### src/c8cpu_pkg.sv
package c8cpu_pkg;

    localparam int ADDR_W        = 12;
    localparam int MEM_DEPTH     = 4096;
    localparam int STACK_DEPTH   = 16;
    localparam int SP_W          = $clog2(STACK_DEPTH);
    localparam int SCREEN_WIDTH  = 64;
    localparam int SCREEN_HEIGHT = 32;
    localparam int ROW_W         = $clog2(SCREEN_HEIGHT);
    localparam int COL_W         = $clog2(SCREEN_WIDTH);
    localparam int FONT_LEN      = 80;
    localparam int S_DATA_W      = 48;
    localparam int M_DATA_W      = 96;

    localparam logic [ADDR_W-1:0] FONT_BASE  = 12'h050;
    localparam logic [ADDR_W-1:0] FONT_END   = FONT_BASE + 12'(FONT_LEN);
    localparam logic [ADDR_W-1:0] RESET_PC   = 12'h200;
    localparam logic [ADDR_W-1:0] ADDR_LAST  = 12'(MEM_DEPTH - 1);
    localparam logic [SP_W-1:0]   SP_LAST    = SP_W'(STACK_DEPTH - 1);

    localparam logic [7:0] GLYPHS [FONT_LEN] = '{
        8'hF0, 8'h90, 8'h90, 8'h90, 8'hF0, 8'h20, 8'h60, 8'h20, 8'h20, 8'h70,
        8'hF0, 8'h10, 8'hF0, 8'h80, 8'hF0, 8'hF0, 8'h10, 8'hF0, 8'h10, 8'hF0,
        8'h90, 8'h90, 8'hF0, 8'h10, 8'h10, 8'hF0, 8'h80, 8'hF0, 8'h10, 8'hF0,
        8'hF0, 8'h80, 8'hF0, 8'h90, 8'hF0, 8'hF0, 8'h10, 8'h20, 8'h40, 8'h40,
        8'hF0, 8'h90, 8'hF0, 8'h90, 8'hF0, 8'hF0, 8'h90, 8'hF0, 8'h10, 8'hF0,
        8'hF0, 8'h90, 8'hF0, 8'h90, 8'h90, 8'hE0, 8'h90, 8'hE0, 8'h90, 8'hE0,
        8'hF0, 8'h80, 8'h80, 8'h80, 8'hF0, 8'hE0, 8'h90, 8'h90, 8'h90, 8'hE0,
        8'hF0, 8'h80, 8'hF0, 8'h80, 8'hF0, 8'hF0, 8'h80, 8'hF0, 8'h80, 8'h80
    };

    typedef enum logic [1:0] {
        OPR_WRITE = 2'd0,
        OPR_EXEC  = 2'd1,
        OPR_READ  = 2'd2,
        OPR_NONE  = 2'd3
    } opr_t;

    typedef enum logic [4:0] {
        ST_CLEAR, ST_IDLE, ST_MEMWR, ST_ROWRD, ST_FETCH_HI, ST_FETCH_LO,
        ST_RDX, ST_RDY, ST_RD0, ST_EXEC, ST_WRX, ST_CLS, ST_DR_RD, ST_DR_WR,
        ST_DR_VF, ST_BCD, ST_ST_RD, ST_ST_WR, ST_LD_RD, ST_LD_WR, ST_DONE
    } state_t;

    typedef enum logic [4:0] {
        UOP_NONE, UOP_CLR, UOP_MEMWR, UOP_ROWRD, UOP_FETCH_HI, UOP_FETCH_LO,
        UOP_RDX, UOP_RDY, UOP_RD0, UOP_EXEC, UOP_WRX, UOP_CLS, UOP_DR_RD,
        UOP_DR_WR, UOP_DR_VF, UOP_BCD, UOP_ST_RD, UOP_ST_WR, UOP_LD_RD,
        UOP_LD_WR, UOP_DONE
    } uop_t;

    typedef enum logic [2:0] {
        K_SIMPLE, K_WRX, K_CLS, K_DRAW, K_BCD, K_STORE, K_LOAD
    } kind_t;

    typedef struct packed {
        uop_t uop;
        logic accept;
    } cmd_t;

    typedef struct packed {
        kind_t kind;
        logic  n_zero;
        logic  cnt_at_x;
        logic  cnt_at_n1;
        logic  cnt_at_2;
        logic  cnt_at_31;
        logic  cnt_at_top;
        logic  out_busy;
    } stat_t;

    function automatic logic [7:0] font_byte(input logic [ADDR_W-1:0] a);
        logic [ADDR_W-1:0] off;
        off = a - FONT_BASE;
        if (a >= FONT_BASE && a < FONT_END) begin
            return GLYPHS[off[6:0]];
        end
        return 8'h00;
    endfunction

endpackage

### src/c8cpu_ctrl.sv
module c8cpu_ctrl import c8cpu_pkg::*; (
    input  logic       aclk,
    input  logic       aresetn,
    input  logic       s_tvalid,
    input  logic [1:0] s_tuser,
    input  stat_t      stat,
    output logic       s_tready,
    output cmd_t       cmd
);

    state_t state_reg, state_next;

    always_ff @(posedge aclk) begin
        if (!aresetn) begin
            state_reg <= ST_CLEAR;
        end else begin
            state_reg <= state_next;
        end
    end

    always_comb begin
        state_next = state_reg;
        case (state_reg)
            ST_CLEAR: if (stat.cnt_at_top) state_next = ST_IDLE;
            ST_IDLE: begin
                if (s_tvalid) begin
                    case (opr_t'(s_tuser))
                        OPR_WRITE: state_next = ST_MEMWR;
                        OPR_EXEC:  state_next = ST_FETCH_HI;
                        OPR_READ:  state_next = ST_ROWRD;
                        default:   state_next = ST_DONE;
                    endcase
                end
            end
            ST_MEMWR:    state_next = ST_DONE;
            ST_ROWRD:    state_next = ST_DONE;
            ST_FETCH_HI: state_next = ST_FETCH_LO;
            ST_FETCH_LO: state_next = ST_RDX;
            ST_RDX:      state_next = ST_RDY;
            ST_RDY:      state_next = ST_RD0;
            ST_RD0:      state_next = ST_EXEC;
            ST_EXEC: begin
                case (stat.kind)
                    K_WRX:   state_next = ST_WRX;
                    K_CLS:   state_next = ST_CLS;
                    K_DRAW:  state_next = stat.n_zero ? ST_DR_VF : ST_DR_RD;
                    K_BCD:   state_next = ST_BCD;
                    K_STORE: state_next = ST_ST_RD;
                    K_LOAD:  state_next = ST_LD_RD;
                    default: state_next = ST_DONE;
                endcase
            end
            ST_WRX:   state_next = ST_DONE;
            ST_CLS:   if (stat.cnt_at_31) state_next = ST_DONE;
            ST_DR_RD: state_next = ST_DR_WR;
            ST_DR_WR: state_next = stat.cnt_at_n1 ? ST_DR_VF : ST_DR_RD;
            ST_DR_VF: state_next = ST_DONE;
            ST_BCD:   if (stat.cnt_at_2) state_next = ST_DONE;
            ST_ST_RD: state_next = ST_ST_WR;
            ST_ST_WR: state_next = stat.cnt_at_x ? ST_DONE : ST_ST_RD;
            ST_LD_RD: state_next = ST_LD_WR;
            ST_LD_WR: state_next = stat.cnt_at_x ? ST_DONE : ST_LD_RD;
            ST_DONE:  if (!stat.out_busy) state_next = ST_IDLE;
            default:  state_next = ST_CLEAR;
        endcase
    end

    always_comb begin
        s_tready   = (state_reg == ST_IDLE);
        cmd.accept = (state_reg == ST_IDLE) && s_tvalid;
        case (state_reg)
            ST_CLEAR:    cmd.uop = UOP_CLR;
            ST_MEMWR:    cmd.uop = UOP_MEMWR;
            ST_ROWRD:    cmd.uop = UOP_ROWRD;
            ST_FETCH_HI: cmd.uop = UOP_FETCH_HI;
            ST_FETCH_LO: cmd.uop = UOP_FETCH_LO;
            ST_RDX:      cmd.uop = UOP_RDX;
            ST_RDY:      cmd.uop = UOP_RDY;
            ST_RD0:      cmd.uop = UOP_RD0;
            ST_EXEC:     cmd.uop = UOP_EXEC;
            ST_WRX:      cmd.uop = UOP_WRX;
            ST_CLS:      cmd.uop = UOP_CLS;
            ST_DR_RD:    cmd.uop = UOP_DR_RD;
            ST_DR_WR:    cmd.uop = UOP_DR_WR;
            ST_DR_VF:    cmd.uop = UOP_DR_VF;
            ST_BCD:      cmd.uop = UOP_BCD;
            ST_ST_RD:    cmd.uop = UOP_ST_RD;
            ST_ST_WR:    cmd.uop = UOP_ST_WR;
            ST_LD_RD:    cmd.uop = UOP_LD_RD;
            ST_LD_WR:    cmd.uop = UOP_LD_WR;
            ST_DONE:     cmd.uop = stat.out_busy ? UOP_NONE : UOP_DONE;
            default:     cmd.uop = UOP_NONE;
        endcase
    end

    a_accept_leaves_idle: assert property (@(posedge aclk) disable iff (!aresetn)
        cmd.accept |=> state_reg != ST_IDLE)
        else $error("accepted word did not start work");

    a_clear_holds: assert property (@(posedge aclk) disable iff (!aresetn)
        (state_reg == ST_CLEAR && !stat.cnt_at_top) |=> state_reg == ST_CLEAR)
        else $error("clearing pass ended early");

    a_done_waits: assert property (@(posedge aclk) disable iff (!aresetn)
        (state_reg == ST_DONE && stat.out_busy) |=> state_reg == ST_DONE)
        else $error("result dropped while output busy");

    a_done_returns: assert property (@(posedge aclk) disable iff (!aresetn)
        (state_reg == ST_DONE && !stat.out_busy) |=> state_reg == ST_IDLE)
        else $error("done did not return to idle");

endmodule

### config.mk
export PLATFORM = sky130hd
export DESIGN_NAME = c8cpu_ctrl
export DESIGN_NICKNAME = d
export VERILOG_FILES = /design/src/c8cpu_pkg.sv /design/src/c8cpu_ctrl.sv
export SDC_FILE = /design/constraint.sdc
export NUM_CORES = 1
export LEC_CHECK = 0
export ABC_AREA = 1
export BUFFER_PORTS_ARGS = -buffer_cell sky130_fd_sc_hd__buf_2
export CORE_MARGIN = 5
export CORE_UTILIZATION = 50
export DETAILED_ROUTE_END_ITERATION = 12
export PLACE_DENSITY_LB_ADDON = 0.05
export SLEW_MARGIN = 20
export SYNTH_ARGS = -nofsm -noshare
export SYNTH_HDL_FRONTEND = slang
export SYNTH_SLANG_ARGS = --single-unit
### constraint.sdc
create_clock -name aclk -period 1.6 [get_ports aclk]
set_input_delay 0.08 -clock aclk [delete_from_list [all_inputs] [get_ports aclk]]
set_output_delay 0.08 -clock aclk [all_outputs]
set_load 0.02 [all_outputs]
==> qor.txt <==
Core area = 1334 sq um
Post-CTS Hold Buffers = 0
Crit-path cells = buf_6 > nor2_8 > nand3_1 > o21ai_1 > nor3_1 > nand3_1 > buf_6
Slew Viols, Final = 0
Hold endpoint = state_reg[3]
Synth Cell Area = 718.2 sq um
Placed insts = 169
Core Util, Final = 0.7261
Max reg flops = 5
Cts bufs inserted = 3
RR Endpoint = state_reg[4]
Hold wc startpoint = aresetn
Clock Tree Buf Depth = 2
Hpwl dp = 1705 microns
Worst Slack Setup Final = -0.01823 ns
Total power = 1.365 mW
Antenna violations before repair = 0
CTS Sinks = 5
Seq/Total Area, Yosys = 0.1394
Worst-Margin Slew = 0.3231 ns
Leading area contributor after synthesis = nand2_1
Area after DPL = 833.3 sq um
WL/cell = 12.89 microns
Clk Latency, worst-skew pair = 0.25 ns
First-pass GRT wire length = 3401 microns
Vias in the first global route = 878
Share of the synthesized area in the top cell type = 0.2038
Ys flop type = dfxtp_1
Pre-CTS setup slack = 0.1289 ns
Reg2reg setup slack = 0.20 ns
Die H = 47.90 microns
TNS Setup = -0.01823 ns
Syn. warnings = 0
Synthesized flop and latch total = 5
I/O pin total = 22
Full die area = 2294 sq um
R2r startpoint = state_reg[2]
ANT cells = 0
Worst hold-check slack = 0.03287 ns
Met2 track utilization from global routing = 0.3615
Clock-pin slew on the worst setup and hold paths = 0.04 ns
Commonest non-fill, non-tap cells in the layout = 37 x nand2_1, 19 x nor2_1, 19 x buf_2
Register Area = 113.9 sq um
Worst EP arrival = 1.54 ns
First-pass DRT Iterations = 4
Clock skew = 0.005028 ns
Status = finished, violations left
Hold Fails Final Rpt = 0
Layer with the highest usage = met2
Most common cell after layout, fill and taps aside = nand2_1
Synth top area cells = nand2_1 20%, dfxtp_1 14%, nand3_1 13%
Post-route cell area = 968.4 sq um
Final Setup Violations = 1
Rel. slew slack = 0.7838
Gr usage total = 0.2092
Root buf cell = clkbuf_4
Area of the multi-input gates = 561.8 sq um
RSZ-0062 raised after global routing = yes
Hold Path Depth = 3
VDD IR-drop max = 0.7453 mV
Tcrit/Tclk final = 1.011
IO Port Bufs = 21
M1 GR Usage = 0.2450
Min cycle time layout = 1.618 ns
Setup CP Type = reg2out
Fmax = 618.0 MHz
Syn avg cell area = 5.360 sq um
Synthesis-to-finish area growth = 34.84%
Worst hold path class = in2reg
Synth cell types = 23
Met3 Track Usage GR = 0.02256
Crit-path max cell delay = 0.37 ns
DRT antenna net count = 0
Post-synth EDFFs = 0
Initial core utilization = 0.5385
Routed wire length = 2294 microns
Die X = 47.90 microns
GPL Wtd Cong = 0.9850
Syn Nets = 149
Post-route DRC = 0
Routed vias = 981
Slowest cell on the critical path = dfxtp_4
FILL cells = 126
Worst endpoint required time = 1.52 ns
R2R depth = 7
Largest net degree at the start of global routing = 10
Initial DRC Count = 45
GRT overflow = 0
Fin cells = 178
CP Capture Type = primary output
Nets = 179
Via density per instance = 5.511
Post-synthesis instance total = 134
Fraction of layout instances using a drive strength above 1 = 0.3620
Site row count = 13
Failing checks = setup timing
Crit-path max FO = 7
CTS tree = yes
Static leakage = 0.5331 nW
Synth async-reset ratio = 0
Pwr Density = 1410 nW/um^2
Max_cap viols = 0
H-tree depth = 1
CP Launch Type = flop
==> worst max-delay path: cells and delay by family, from the launching register on <==
| family | cells | cell delay (ns) |
|---|---|---|
| AND/OR/NAND/NOR | 4 | 0.55 |
| flip-flops | 1 | 0.37 |
| buffers and inverters | 2 | 0.28 |
| AO/OA/AOI/OAI | 1 | 0.09 |
==> cell usage after synthesis (2+ instances only) <==
library cell,instances
o21ai_0,3
nand3_1,19
nor2_1,19
nand4_1,2
nor3_1,2
a21oi_1,7
inv_2,3
nand2_1,39
dfxtp_1,5
nand3_2,2
nor2_2,4
nand2_2,3
inv_1,16
==> worst max path at each step <==
stage | from | endpoint | slack [ns] | cells past startpoint
after global placement | state_reg[1] | cmd[1] | 0.13 | 6
after floorplan | state_reg[1] | state_reg[4] | 0.28 | 9
after detailed placement | state_reg[1] | cmd[3] | 0.13 | 5
after global routing | state_reg[4] | cmd[1] | -0.03 | 7
final | state_reg[4] | cmd[1] | -0.02 | 7
after CTS | state_reg[1] | cmd[3] | 0.01 | 5
==> power by group <==
group / leakage, nW / internal, mW / switching (mW) / total, mW
clock: 0.0150 / 0.0949 / 0.0624 / 0.157
sequential: 0.0438 / 0.168 / 0.0858 / 0.254
combinational: 0.474 / 0.384 / 0.569 / 0.954
total: 0.533 / 0.648 / 0.718 / 1.37
==> layout make-up <==
cell class	instances	area share
Timing Repair Buffer	28	0.1796
Sequential cell	5	0.1176
Clock buffer	4	0.02713
Tap cell	15	0.01938
Inverter	19	0.07623
Multi-Input combinational cell	107	0.5801
==> routing by layer <==
layer / part of all wire / routed length, microns / up-vias
met4: 0.034 / 77 / 0
met2: 0.49 / 1130 / 52
met1: 0.40 / 911 / 430
li1: - / - / 487
met5: 0 / 0 / -
met3: 0.076 / 174 / 12
==> logic make-up (layout without fill, tap and decap cells) <==
kind of cell    count (synthesis)  after routing  synth area share
simple gates                   95             95            0.6342
buf+inv                        22             51            0.1324
compound gates                 12             12           0.09407
flops                           5              5            0.1394
==> timing repair <==
item                       CTS  global route
buffers inserted             0             5
pin swaps                    0             4
gates resized for setup      9            16
gates cloned                 0             0
setup endpoints to repair    3             3
(Power assumes the default switching activity.)
